==> src/rtl/rla_pkg.sv <==
// ----------------------------------------------------------------------------
// rla_pkg
// shared types, codes and helpers for the radio lease arbiter
// ----------------------------------------------------------------------------
package rla_pkg;

   localparam int MODE_W   = 3;
   localparam int OWNER_W  = 2;
   localparam int TIME_W   = 32;
   localparam int HOLD_W   = 16;
   localparam int WINDOW_W = 20;
   localparam int CSR_IDX_W  = 2;
   localparam int CSR_DATA_W = 20;

   // request modes
   localparam logic [MODE_W-1:0] MODE_ACQUIRE   = 3'd0;
   localparam logic [MODE_W-1:0] MODE_RELEASE   = 3'd1;
   localparam logic [MODE_W-1:0] MODE_WEB       = 3'd2;
   localparam logic [MODE_W-1:0] MODE_BLE_CHECK = 3'd3;
   localparam logic [MODE_W-1:0] MODE_QUERY     = 3'd4;

   // radio users
   localparam logic [OWNER_W-1:0] OWNER_NONE   = 2'd0;
   localparam logic [OWNER_W-1:0] OWNER_BLE    = 2'd1;
   localparam logic [OWNER_W-1:0] OWNER_ZIGBEE = 2'd2;
   localparam logic [OWNER_W-1:0] OWNER_MATTER = 2'd3;

   // register indexes
   localparam logic [CSR_IDX_W-1:0] CSR_WEB_HOLD     = 2'd0;
   localparam logic [CSR_IDX_W-1:0] CSR_BLE_INTERVAL = 2'd1;
   localparam logic [CSR_IDX_W-1:0] CSR_BLE_DURATION = 2'd2;

   // register reset values
   localparam logic [HOLD_W-1:0]   WEB_HOLD_RESET     = 16'd1500;
   localparam logic [WINDOW_W-1:0] BLE_INTERVAL_RESET = 20'd30000;
   localparam logic [WINDOW_W-1:0] BLE_DURATION_RESET = 20'd10000;

   typedef struct packed {
      logic [OWNER_W-1:0] owner;
      logic [TIME_W-1:0]  deadline;
      logic [TIME_W-1:0]  web_until;
      logic [TIME_W-1:0]  ble_start;
   } rla_state_type;

   typedef struct packed {
      logic [MODE_W-1:0]  mode;
      logic [OWNER_W-1:0] requester;
      logic               lease_zero;
      logic [TIME_W-1:0]  lease_end;
      logic [TIME_W-1:0]  web_end;
      logic [TIME_W-1:0]  now;
   } rla_item_type;

   typedef struct packed {
      logic               granted;
      logic [OWNER_W-1:0] current_owner;
      logic               web_priority_on;
      logic               ble_permit;
      logic               zigbee_allowed;
   } rla_result_type;

   // a strictly before b, wrap-safe
   function automatic logic is_before(input logic [TIME_W-1:0] a,
                                      input logic [TIME_W-1:0] b);
      logic [TIME_W-1:0] d;
      d = b - a;
      return (d != '0) && !d[TIME_W-1];
   endfunction

endpackage

==> src/rtl/rla_step.sv <==
// ----------------------------------------------------------------------------
// rla_step
// one request step: lease expiry, mode action, web hold and ble decision
// ----------------------------------------------------------------------------
module rla_step (
   input  rla_pkg::rla_item_type                 item,
   input  rla_pkg::rla_state_type                state_cur,
   input  logic [rla_pkg::WINDOW_W-1:0]          ble_interval,
   input  logic [rla_pkg::WINDOW_W-1:0]          ble_duration,
   output rla_pkg::rla_state_type                state_nxt,
   output rla_pkg::rla_result_type               result
);
   import rla_pkg::*;

   logic               expired;
   logic [OWNER_W-1:0] owner_live;
   logic [TIME_W-1:0]  deadline_live;
   logic               web_on;
   logic [TIME_W-1:0]  elapsed;
   logic               window_due;

   assign expired = (state_cur.owner != OWNER_NONE) && (state_cur.deadline != '0)
                    && !is_before(item.now, state_cur.deadline);
   assign owner_live    = expired ? OWNER_NONE : state_cur.owner;
   assign deadline_live = expired ? '0 : state_cur.deadline;

   always_comb begin
      state_nxt          = state_cur;
      state_nxt.owner    = owner_live;
      state_nxt.deadline = deadline_live;
      result.granted     = 1'b1;
      case (item.mode)
         MODE_ACQUIRE: begin
            if (owner_live != OWNER_NONE && owner_live != item.requester) begin
               result.granted = 1'b0;
            end else begin
               state_nxt.owner    = item.requester;
               state_nxt.deadline = item.lease_zero ? '0 : item.lease_end;
            end
         end
         MODE_RELEASE: begin
            if (owner_live == item.requester) begin
               state_nxt.owner    = OWNER_NONE;
               state_nxt.deadline = '0;
            end
         end
         MODE_WEB: begin
            // only ever extend the hold
            if (!is_before(item.web_end, state_cur.web_until)) begin
               state_nxt.web_until = item.web_end;
            end
         end
         default: begin
         end
      endcase

      web_on     = is_before(item.now, state_nxt.web_until);
      elapsed    = item.now - state_cur.ble_start;
      window_due = elapsed >= {{(TIME_W-WINDOW_W){1'b0}}, ble_interval};

      if (state_nxt.owner == OWNER_ZIGBEE || state_nxt.owner == OWNER_MATTER) begin
         result.ble_permit = 1'b0;
      end else if (!web_on) begin
         result.ble_permit = 1'b1;
      end else if (window_due) begin
         result.ble_permit = 1'b1;
         if (item.mode == MODE_BLE_CHECK) begin
            state_nxt.ble_start = item.now;
         end
      end else begin
         result.ble_permit = elapsed < {{(TIME_W-WINDOW_W){1'b0}}, ble_duration};
      end

      result.current_owner   = state_nxt.owner;
      result.web_priority_on = web_on;
      result.zigbee_allowed  = !(state_nxt.owner == OWNER_BLE ||
                                 state_nxt.owner == OWNER_MATTER);
   end

endmodule

==> src/rtl/radio_lease_arbiter.sv <==
// ----------------------------------------------------------------------------
// radio_lease_arbiter
// leases one shared radio to one user at a time, with web priority hold and
// periodic ble windows
// ----------------------------------------------------------------------------
//
//   channel   direction   handshake            payload
//   req_      in          req_valid/req_stall  mode, requester, lease_ms, now_ms
//   rsp_      out         rsp_valid/rsp_stall  granted, current_owner,
//                                              web_priority_on, ble_permit,
//                                              zigbee_allowed
//   csr_      in          csr_write_enable     csr_index, csr_write_data
//
// one request per cycle while req_stall is low; a request passes through the input
// register, then the step logic into the result register, which drives rsp_valid
// the lease and web-hold end times are summed while the request is registered
// reset (synchronous) clears owner, deadline, web hold, ble window start and
// the registers to their defaults
// rsp_stall holds the result register and, once the input register is also
// full, raises req_stall in the same cycle
//
module radio_lease_arbiter (
   input  logic                          clock,
   input  logic                          reset,
   // request channel
   input  logic                          req_valid,
   output logic                          req_stall,
   input  logic [rla_pkg::MODE_W-1:0]    req_mode,
   input  logic [rla_pkg::OWNER_W-1:0]   req_requester,
   input  logic [rla_pkg::TIME_W-1:0]    req_lease_ms,
   input  logic [rla_pkg::TIME_W-1:0]    req_now_ms,
   // result channel
   output logic                          rsp_valid,
   input  logic                          rsp_stall,
   output logic                          rsp_granted,
   output logic [rla_pkg::OWNER_W-1:0]   rsp_current_owner,
   output logic                          rsp_web_priority_on,
   output logic                          rsp_ble_permit,
   output logic                          rsp_zigbee_allowed,
   // configuration
   input  logic                          csr_write_enable,
   input  logic [rla_pkg::CSR_IDX_W-1:0] csr_index,
   input  logic [rla_pkg::CSR_DATA_W-1:0] csr_write_data
);
   import rla_pkg::*;

   // configuration registers
   logic [HOLD_W-1:0]   web_hold_ff;
   logic [WINDOW_W-1:0] ble_interval_ff;
   logic [WINDOW_W-1:0] ble_duration_ff;

   // input register
   logic          in_valid_ff;
   rla_item_type  item_ff;
   rla_item_type  item_in;

   // arbiter state
   rla_state_type state_ff;
   rla_state_type state_in;

   // result register
   logic           out_valid_ff;
   rla_result_type result_ff;
   rla_result_type result_in;

   logic advance;
   logic req_take;

   // step fires when the input register is full and the result register is free or being drained
   assign advance   = in_valid_ff && (!out_valid_ff || !rsp_stall);
   assign req_stall = in_valid_ff && !advance;
   assign req_take  = req_valid && !req_stall;

   // end times summed at the input so the step logic sees them ready
   always_comb begin
      item_in.mode       = req_mode;
      item_in.requester  = req_requester;
      item_in.lease_zero = (req_lease_ms == '0);
      item_in.lease_end  = req_now_ms + req_lease_ms;
      item_in.web_end    = req_now_ms + {{(TIME_W-HOLD_W){1'b0}}, web_hold_ff};
      item_in.now        = req_now_ms;
   end

   rla_step u_step (
      .item         (item_ff),
      .state_cur    (state_ff),
      .ble_interval (ble_interval_ff),
      .ble_duration (ble_duration_ff),
      .state_nxt    (state_in),
      .result       (result_in)
   );

   // configuration writes, index beyond the list ignored
   always_ff @(posedge clock) begin
      if (reset) begin
         web_hold_ff     <= WEB_HOLD_RESET;
         ble_interval_ff <= BLE_INTERVAL_RESET;
         ble_duration_ff <= BLE_DURATION_RESET;
      end else if (csr_write_enable) begin
         case (csr_index)
            CSR_WEB_HOLD:     web_hold_ff     <= csr_write_data[HOLD_W-1:0];
            CSR_BLE_INTERVAL: ble_interval_ff <= csr_write_data[WINDOW_W-1:0];
            CSR_BLE_DURATION: ble_duration_ff <= csr_write_data[WINDOW_W-1:0];
            default: begin
            end
         endcase
      end
   end

   // input register
   always_ff @(posedge clock) begin
      if (reset) begin
         in_valid_ff <= 1'b0;
      end else if (req_take) begin
         in_valid_ff <= 1'b1;
      end else if (advance) begin
         in_valid_ff <= 1'b0;
      end
   end

   always_ff @(posedge clock) begin
      if (req_take) begin
         item_ff <= item_in;
      end
   end

   // arbiter state moves only when a step fires
   always_ff @(posedge clock) begin
      if (reset) begin
         state_ff.owner     <= OWNER_NONE;
         state_ff.deadline  <= '0;
         state_ff.web_until <= '0;
         state_ff.ble_start <= '0;
      end else if (advance) begin
         state_ff <= state_in;
      end
   end

   // result register
   always_ff @(posedge clock) begin
      if (reset) begin
         out_valid_ff <= 1'b0;
      end else if (advance) begin
         out_valid_ff <= 1'b1;
      end else if (!rsp_stall) begin
         out_valid_ff <= 1'b0;
      end
   end

   always_ff @(posedge clock) begin
      if (advance) begin
         result_ff <= result_in;
      end
   end

   assign rsp_valid           = out_valid_ff;
   assign rsp_granted         = result_ff.granted;
   assign rsp_current_owner   = result_ff.current_owner;
   assign rsp_web_priority_on = result_ff.web_priority_on;
   assign rsp_ble_permit      = result_ff.ble_permit;
   assign rsp_zigbee_allowed  = result_ff.zigbee_allowed;

endmodule
==> config.mk <==
export PLATFORM = sky130hd
export DESIGN_NAME = radio_lease_arbiter
export DESIGN_NICKNAME = d
export VERILOG_FILES = /design/src/rtl/rla_pkg.sv /design/src/rtl/rla_step.sv /design/src/rtl/radio_lease_arbiter.sv
export SDC_FILE = /design/constraint.sdc
export NUM_CORES = 1
export LEC_CHECK = 0
export BUFFER_PORTS_ARGS = -buffer_cell sky130_fd_sc_hd__buf_2
export CAP_MARGIN = 0
export CORE_MARGIN = 2
export CORE_UTILIZATION = 35
export DETAILED_ROUTE_END_ITERATION = 7
export PLACE_DENSITY_LB_ADDON = 0.08
export SLEW_MARGIN = 20
export SYNTH_ARGS = -nofsm -noshare
export SYNTH_HDL_FRONTEND = slang
export SYNTH_SLANG_ARGS = --single-unit
==> constraint.sdc <==
create_clock -name clock -period 7.3 [get_ports clock]
set_input_delay 0.365 -clock clock [delete_from_list [all_inputs] [get_ports clock]]
set_output_delay 0.365 -clock clock [all_outputs]
set_load 0.02 [all_outputs]
==> Yosys cells after proc, flatten, opt, wreduce, memory -nomap -nowiden <==
Index checks and enable logic that the tools add are counted.
{ "totals": {"register_bits": 264, "latch_bits": 0, "ramBits": 0, "mem_bits_ro": 0, "output_inout_bits": 8, "mem_count": 0} }
{ "classes": {"n_addsub": 6, "n_mul": 0, "div": 0, "n_lt_le_gt_ge": 2, "n_eq_ne": 11, "shift": 0, "muxes": 15, "n_bitwise": 1, "reduce_logical": 35} }
{ "op_table": {"columns": ["operator", "n"], "rows": [
  ["2-to-1 mux 32 bit", 4],
  ["nonzero test 32 bit", 4],
  ["subtractor 32 bit", 4],
  ["2-to-1 mux 34 bit", 2],
  ["case mux 34 bit (2 select lines)", 1],
  ["adder 32 x 16 -> 32 bit", 1],
  ["adder 32 bit", 1],
  ["greater-or-equal comparator 32 x 20 -> 1 bit", 1],
  ["zero test 32 bit", 1],
  ["< comparator 32 x 20 -> 1 bit", 1],
  ["logical AND 1 bit", 9],
  ["zero test 1 bit", 9],
  ["2-to-1 mux 1 bit", 7],
  ["== test 2 bit (second input constant)", 3],
  ["== test 3 x 2 -> 1 bit (second input constant)", 2],
  ["AND reduction 2 bit", 3],
  ["nonzero test 2 bit", 3],
  ["AND reduction 5 bit", 1],
  ["== test 2 x 1 -> 1 bit (second input constant)", 2],
  ["== test 3 x 1 -> 1 bit (second input constant)", 1],
  ["zero test 3 bit", 1],
  ["logical OR 1 bit", 3],
  ["== test 2 bit", 1],
  ["zero test 2 bit", 1],
  ["other kinds (4)", 4]
]} }

==> Longest topological paths before layout <==
Gate-level depths: netlist (run 1).
{ "depth": {"depth_word": 14, "mapped_depth": 35, "mapped_depth_nobuf": 31} }

==> By module <==
Synthesis (run 1) repeated with hierarchy kept, for this count alone.
{ "hier_totals": {"hier_cells": 2944, "hier_area_um2": 23054.6} }
{ "by_module_without_submodules": {"columns": ["mod", "instances", "cells_each", "area_per_inst_um2", "seq_area_each_um2"], "rows": [
  ["rla_step", 1, 1749, 11642.4, 0.0],
  ["radio_lease_arbiter", 1, 1195, 11412.2, 6366.1]
]} }

==> Worst setup path after synthesis (run 1) <==
Ideal clock, no wire load.
{ "synth_timing": {"path_type": "flip-flop to flip-flop", "start": "register item_ff[32] (netlist name)", "end": "register state_ff[1] (netlist name)", "setup_ns": 0.119, "arrival_time_ns": 7.444, "t_required_ns": 7.181, "path_slack_ns": -0.263, "stages_incl_launch_ff": 35, "path_buffers": 4, "period_less_slack_ns": 7.563, "cell_sequence": "edfxtp_1 -> ha_1 -> fa_1 -> nor2b_1 -> o211ai_1 -> a211oi_1 -> a2111oi_0 -> o211ai_1 -> a211oi_1 -> o2111a_1 -> a2111o_1 -> o31ai_4 -> buf_4 -> buf_2 -> nor2_1 -> a21oi_1 -> ha_1 -> inv_1 -> fa_1 -> a211oi_1 -> o21bai_1 -> o311ai_1 -> a31oi_1 -> or2_1 -> nor4_1 -> a311oi_1 -> a2111oi_0 -> nand4_1 -> or4_1 -> o41ai_1 -> o22ai_1 -> and4_1 -> buf_6 -> buf_12 -> mux2i_1"} }
{ "synth_between": {"elab_chain_cells": 9} }
{ "synth_rtl": {"columns": ["element", "line", "rtl"], "rows": [
  ["start, declared", "radio_lease_arbiter.sv:54", "rla_item_type item_ff;"],
  ["start signal, assigned", "radio_lease_arbiter.sv:123", "item_ff <= item_in;"],
  ["subtractor 32 bit", "rla_pkg.sv:66", "d = b - a;"],
  ["nonzero test 32 bit or zero test 1 bit (tied branches)", "rla_pkg.sv:67", "return (d != '0) && !d[TIME_W-1];"],
  ["logical AND 1 bit", "rla_pkg.sv:67", null],
  ["2-to-1 mux 32 bit (*)", "rla_step.sv:49", "if (!is_before(item.web_end, state_cur.web_until)) begin"],
  ["2-to-1 mux 32 bit (*)", "rla_step.sv:32", "case (item.mode)"],
  ["subtractor 32 bit (*)", "rla_pkg.sv:66", null],
  ["nonzero test 32 bit or zero test 1 bit (tied branches)", "rla_pkg.sv:67", null],
  ["logical AND 1 bit (*)", "rla_pkg.sv:67", null],
  ["AND reduction 5 bit (no source line) (*)", null, null],
  ["end signal, assigned", "radio_lease_arbiter.sv:135", "state_ff <= state_in;"],
  ["end, declared", "radio_lease_arbiter.sv:58", "rla_state_type state_ff;"]
]} }
Every way passes the cells marked *; elsewhere a longest branch is shown, timed or not.
A chain may end at the register's enable or synchronous reset.

==> results of run 1 <==
## timing repair
| action | CTS | global route |
|---|---|---|
| hold buffers | 18 | 0 |
| resized for setup | 60 | 61 |
| setup buffers | 5 | 10 |
| hold endpoints to repair | 18 | 0 |
| cloned | 2 | 2 |
| pin swaps | 18 | 34 |
| setup endpoints to repair | 34 | 34 |
## how the worst max path moves through the flow
stage | start | endpoint | slack [ps] | depth (start not counted)
after floorplan | item_ff[46]$_DFFE_PP_ | state_ff[1]$_SDFFE_PP0P_ | 9 | 35
final | item_ff[32]$_DFFE_PP_ | state_ff[2]$_SDFFE_PP0P_ | -450 | 33
after global routing | item_ff[32]$_DFFE_PP_ | state_ff[2]$_SDFFE_PP0P_ | -730 | 35
after detailed placement | item_ff[32]$_DFFE_PP_ | state_ff[0]$_SDFFE_PP0P_ | -1210 | 33
after global placement | item_ff[32]$_DFFE_PP_ | state_ff[29]$_SDFFE_PP0P_ | -1050 | 33
after CTS | item_ff[32]$_DFFE_PP_ | state_ff[0]$_SDFFE_PP0P_ | -570 | 32
## logic make-up (layout without fill, tap and decap cells)
family | count (synthesis) | in the layout | synth area share [%]
mux | 114 | 114 | 5.70
xor+xnor | 101 | 101 | 4.25
other cells | 0 | 1 | 0
fa+ha+maj | 216 | 216 | 13.2
compound gates | 660 | 660 | 21.3
buf+inv | 295 | 682 | 5.84
flops | 264 | 264 | 30.6
simple gates | 787 | 787 | 19.2
## layout make-up
type | instances | share of cell area [%]
Antenna cell | 1 | 0.00961
Clock buffer | 39 | 3.21
Clock inverter | 17 | 0.821
Inverter | 207 | 2.98
Multi-Input combinational cell | 1878 | 52.9
Sequential cell | 264 | 24.4
Tap cell | 773 | 3.71
Timing Repair Buffer | 419 | 11.9
## metrics by stage
stage	TNS, ps	worst slack (ps)	util, %
after global routing	-23230	-735	44.2
after global placement	-34980	-1050	40.8
after CTS	-17740	-573	43.4
final	-13540	-447	44.2
after detailed placement	-40050	-1210	40.8
after floorplan	0	9.12	-
## flip-flops by register name (all words and copies together), names as in the netlist
register / flops
item_ff: 102
rsp_granted: 1
rsp_valid: 1
in_valid_ff: 1
rsp_ble_permit: 1
rsp_web_priority_on: 1
ble_interval_ff: 20
ble_duration_ff: 20
rsp_zigbee_allowed: 1
rsp_current_owner: 2
state_ff: 98
web_hold_ff: 16
## Yosys cell counts, drive strengths merged (9+ instances only)
master / number / share of area, %
a21boi: 20 / 0.72
ha: 210 / 13
a31oi: 21 / 0.63
buf: 27 / 1.0
o211ai: 11 / 0.40
or3: 15 / 0.45
clkbuf: 61 / 1.1
a211o: 10 / 0.42
o21ai: 121 / 2.9
nand4: 34 / 1.0
mux2: 36 / 1.9
o21bai: 20 / 0.72
and2: 9 / 0.27
dfxtp: 156 / 15
a211oi: 19 / 0.69
nand3: 53 / 1.3
o2111ai: 15 / 0.63
nand2b: 92 / 2.8
a21oi: 183 / 4.4
nand3b: 19 / 0.69
a21o: 63 / 2.3
o21a: 36 / 1.3
xor2: 35 / 1.5
and3: 21 / 0.63
a22o: 33 / 1.4
nor4: 31 / 1.0
nor2b: 34 / 1.0
or2: 12 / 0.36
nor3b: 10 / 0.36
nor3: 33 / 0.82
o31ai: 14 / 0.57
nor2: 173 / 3.1
edfxtp: 108 / 16
a2111oi: 17 / 0.82
inv: 207 / 3.7
mux2i: 78 / 3.8
nand2: 215 / 3.9
xnor2: 66 / 2.8
## where the power goes
part	total, uW	leakage, uW	switching (uW)	internal, uW
sequential	1680	0.00231	51.8	1630
clock	1640	0.000524	655	980
combinational	1000	0.00845	569	433
## metal layers
layer / part of all wire, % / wire length, microns / vias to the layer above
met5: 0 / 0 / -
met4: 4.0 / 2790 / 0
met3: 3.7 / 2550 / 125
met2: 48 / 33000 / 413
met1: 45 / 31000 / 9209
li1: - / - / 9594
==> flow_metrics.py, run 1 <==
metrics = {
    "timing": {
        "finalHoldViolCount": 0,
        "rsz0062_at_grt": "true",
        "finalCritPeriodShare_pct": 106,
        "hold_ws_ps": 33.6,
        "setup_viol": 34,
        "drv_slew": 0,
        "timing.final.ws_setup_ps": -447,
        "worst_pin_slew_ps": 1070,
        "slew_headroom_pct": 27.7,
        "timing.fmax_ghz": 0.129,
        "clock_skew_ps": 25.7,
        "post-route-min-period_ps": 7750,
    },
    "clock_network": {
        "cts_made_buffers": 30,
        "cts-root-buf": "clkbuf_16",
        "path_clk_slew_ps": 60,
        "numClockSinks": 264,
        "clk_path_buf_depth": 3,
        "clk_latency_ps": 600,
        "htreeDepth": 1,
        "cts_tree": "done",
    },
    "global_route": {
        "track_usage_pct": 22.2,
        "antenna_found_initial": 0,
        "grt_pass1_wl_microns": 107000,
        "grt_pass1_vias": 19118,
        "use_met1_pct": 28.9,
        "grt_use_met3_pct": 1.70,
        "grt_max_degree": 103,
        "use_met2_pct": 38.5,
        "gr-max-usage-layer": "met2",
        "overflow": 0,
    },
    "job": {
        "maxCapViolCount": 0,
    },
    "synthesis": {
        "syn-cell-area_sq_um": 20800,
        "syn-num-nets": 2749,
        "async_reset_ff_share_pct": 0,
        "yosys_warnings": 0,
        "avgSynthCellArea_sq_um": 8.54,
        "synth_cell_types": 92,
        "ys_ff_latch": 264,
        "synth-edff-count": 108,
        "seq_area_frac_synth_pct": 30.6,
        "synthesis.instances": 2437,
        "synth_ff_type": "dfxtp_1",
    },
    "finish": {
        "final_cells": 3598,
        "drive_gt1_share_pct": 19.9,
        "area_growth_pct": 25.1,
        "mostFrequentLayoutCells": "buf_4, nand2_1, inv_1",
        "regArea_sq_um": 6370,
        "mostFrequentLayoutCell": "buf_4",
        "final_nets": 3112,
        "multiInputGateArea_sq_um": 13800,
        "fill_cells": 5904,
        "final_area_sq_um": 26000,
    },
    "min_path": {
        "min-delay-start": "req_now_ms[31]",
        "holdCritPathClass": "in -> reg",
        "min_path_cells": 1,
        "worstHoldEndpoint": "item_ff[31]$_DFFE_PP_",
    },
    "setup_path": {
        "r2r_cells": 33,
        "r2r_start": "item_ff[32]$_DFFE_PP_",
        "path_max_fanout": 7,
        "r2r_setup_slack_ps": -450,
        "slowest_delay_ps": 540,
        "end_kind": "flop",
        "crit_family": "simple AND/OR/NAND/NOR gates",
        "path_class": "reg -> reg",
        "slowest_stage": "or4_4",
        "required_ps": 7770,
        "crit_buf_inv": 8,
        "r2r_end": "state_ff[2]$_SDFFE_PP0P_",
        "arrival_ps": 8220,
        "crit_path_start_kind": "flop",
    },
    "place": {
        "dpl.hpwl_microns": 55600,
        "port_buffers": 103,
        "post_dp_cell_area_sq_um": 24000,
        "place_congestion": 0.924,
        "dpl.cell_count": 3504,
    },
    "die": {
        "start_util_pct": 35.3,
        "ios": 104,
        "die_h_microns": 248,
        "rows": 89,
        "die_x_microns": 248,
        "die_area_sq_um": 61400,
        "coreArea_sq_um": 58900,
    },
    "pwr": {
        "p_leak_uw": 0.0113,
        "power.density_nw_per_um2": 166,
        "power_uw": 4320,
        "peakVddDrop_uv": 180,
    },
    "route": {
        "vias": 19341,
        "viasPerCell": 5.38,
        "wl_per_cell_microns": 19.2,
        "wirelength_microns": 69300,
        "drt_pass1_iterations": 7,
        "drc": 0,
        "drt-initial-drc-count": 840,
        "final_antenna_net_count": 0,
    },
    "run_status": {
        "violations": "negative setup slack",
        "outcome": "finished, violations left",
    },
}
No activity file was read; power rests on OpenSTA's default activity.
==> inputs of run 2 (changes only) <==
--- a/config.mk
+++ b/config.mk
@@ -11,6 +11,7 @@
 export CORE_UTILIZATION = 35
 export DETAILED_ROUTE_END_ITERATION = 7
 export PLACE_DENSITY_LB_ADDON = 0.08
+export SETUP_SLACK_MARGIN = 0.05
 export SLEW_MARGIN = 20
 export SYNTH_ARGS = -nofsm -noshare
 export SYNTH_HDL_FRONTEND = slang
==> run 2 against run 1 <==
  * The flow still finishes with violations (negative setup slack)
  * Design area up 0.16%
  * Flip-flop and latch count unchanged
  * Die area unchanged
  * Fmax down 0.27%
  * Power about the same
  * Non-clock buffer count up 17
  * Utilization up 0.070 points
  * Clock-buffer cell count up 9
  * Combinational power about the same
==> flow_metrics.py, run 2 (synthesized netlist as in run 1, its figures left out) <==
metrics = {
    "run_status": {
        "outcome": "finished, violations left",
        "violations": "negative setup slack",
    },
    "finish": {
        "largestRegisters": "item_ff (102), state_ff (98)",
        "final_cells": 3616,
        "largest_reg_flops": 102,
        "mostFrequentLayoutCell": "buf_4",
        "area_growth_pct": 25.3,
        "drive_gt1_share_pct": 19.9,
        "regMostFlops": "item_ff",
        "final_area_sq_um": 26100,
        "insertedDiodeCount": 0,
        "final_nets": 3130,
        "mostFrequentLayoutCells": "buf_4, nand2_1, inv_1",
    },
    "route": {
        "wl_per_cell_microns": 19.4,
        "vias": 19124,
        "wirelength_microns": 70100,
        "highest_layer": "met4",
        "route.met2.wl_microns": 33800,
        "final_antenna_net_count": 0,
        "drt_pass1_iterations": 5,
        "viasPerCell": 5.29,
        "wirelength_met1_microns": 32000,
        "drt-initial-drc-count": 841,
        "wl_met3_microns": 2030,
        "drc": 0,
    },
    "global_route": {
        "grt_max_degree": 106,
        "grt_pass1_wl_microns": 108000,
        "overflow": 0,
        "grt_pass1_vias": 19054,
        "antenna_found_initial": 1,
        "track_usage_pct": 22.6,
    },
    "timing": {
        "timing.final.ws_setup_ps": -468,
        "drv_slew": 0,
        "setup_viol": 34,
        "finalCritPeriodShare_pct": 106,
        "rsz0062_at_grt": "true",
        "finalHoldViolCount": 0,
        "worst_pin_slew_ps": 1030,
        "slew_headroom_pct": 30.6,
        "hold_ws_ps": 36.0,
        "timing.fmax_ghz": 0.129,
        "clock_skew_ps": 14.4,
        "post-route-min-period_ps": 7770,
    },
    "place": {
        "place_congestion": 0.927,
        "port_buffers": 103,
        "dpl.hpwl_microns": 56200,
        "post_dp_cell_area_sq_um": 24100,
        "dpl.cell_count": 3510,
    },
    "clock_network": {
        "path_clk_slew_ps": 60,
        "clk_latency_ps": 590,
        "cts_tree": "done",
        "clk_path_buf_depth": 3,
        "cts_made_buffers": 31,
        "cts-root-buf": "clkbuf_16",
        "numClockSinks": 264,
        "htreeDepth": 1,
    },
    "min_path": {
        "holdCritPathClass": "in -> reg",
        "min_path_cells": 3,
    },
    "pwr": {
        "peakVddDrop_uv": 172,
        "p_leak_uw": 0.0113,
        "power.density_nw_per_um2": 165,
    },
    "setup_path": {
        "path_class": "reg -> reg",
        "slowest_delay_ps": 520,
        "arrival_ps": 8250,
        "slowest_stage": "or4_4",
        "r2r_cells": 32,
        "path_max_fanout": 6,
        "required_ps": 7780,
        "worst_path_most_repeated_cell": "buf_4",
        "crit_path_start_kind": "flop",
        "end_kind": "flop",
    },
    "die": {
        "coreArea_sq_um": 58900,
        "start_util_pct": 35.3,
        "ios": 104,
        "die_x_microns": 248,
        "die_area_sq_um": 61400,
        "rows": 89,
        "die_h_microns": 248,
    },
    "job": {
        "maxCapViolCount": 0,
    },
}
-- run 2: cell types whose count changed in the layout (fill, tap and decap cells not counted), sizes merged --
cell         delta
clkinv          -4
buf             +5
bufinv          -2
clkbuf         +10
diode           -1
dlygate4sd3    +11
clkinvlp        +1
inv             -2
-- run 2: final timing paths --
path	end	slack, ps	from
worst max-delay path	state_ff[11]$_SDFFE_PP0P_	-470	item_ff[32]$_DFFE_PP_
worst min-delay path	ble_interval_ff[11]$_SDFFE_PP0P_	40	csr_write_data[11]
worst max register to register	state_ff[11]$_SDFFE_PP0P_	-470	item_ff[32]$_DFFE_PP_
worst min register to register	ble_interval_ff[16]$_SDFFE_PP0P_	450	ble_interval_ff[16]$_SDFFE_PP0P_
-- run 2: layout make-up --
| type | count | area [sq um] |
|---|---|---|
| clock buffer | 48 | 930 |
| sequential | 264 | 6370 |
| tap | 773 | 967 |
| clock inverter | 10 | 134 |
| fill | 5844 | 32800 |
| timing repair buffer | 436 | 3210 |
| inverter | 207 | 777 |
| multi-input combinational | 1878 | 13700 |
-- run 2: power breakdown --
part | switching (uW) | leakage (uW) | total [uW] | internal (uW)
logic | 572 | 0.00848 | 1010 | 437
clock network | 655 | 0.000521 | 1630 | 976
registers | 47.7 | 0.00231 | 1670 | 1630
total | 1270 | 0.0113 | 4310 | 3040
-- run 2: critical path: cells and delay by family, from the launching register on --
kind	cells	cell delay, ps
adder cells (fa/ha/maj)	3	910
flip-flops	1	400
AO/OA/AOI/OAI	14	2950
AND/OR/NAND/NOR	5	1540
multiplexers	4	820
buffers and inverters	6	1000
-- run 2: what timing repair did --
action / CTS / global route
hold buffers: 29 / 0
resized for setup: 81 / 28
endpoints found under the hold margin: 29 / 0
buffers inserted: 8 / 7
endpoints found under the setup margin: 34 / 34
gates cloned: 0 / 4
pin swaps: 18 / 25
-- run 2: layer usage --
| layer | track usage [%] | up-vias |
|---|---|---|
| li1 | - | 9638 |
| met1 | 30.0 | 9105 |
| met2 | 39.1 | 286 |
| met3 | 1.52 | 95 |
| met4 | 7.12 | 0 |
| met5 | 0 | - |
-- run 2: per-stage QoR --
step | utilization [%] | power, uW | setup TNS (ps) | setup WS, ps
2_1_floorplan | - | 2280 | 0 | 51.4
3_3_place_gp | 40.9 | 2660 | -34070 | -1020
3_5_place_dp | 40.9 | 2660 | -36440 | -1110
4_1_cts | 43.8 | 4360 | -19950 | -634
5_1_grt | 44.3 | 4530 | -26490 | -805
6_report | 44.3 | 4310 | -15040 | -468
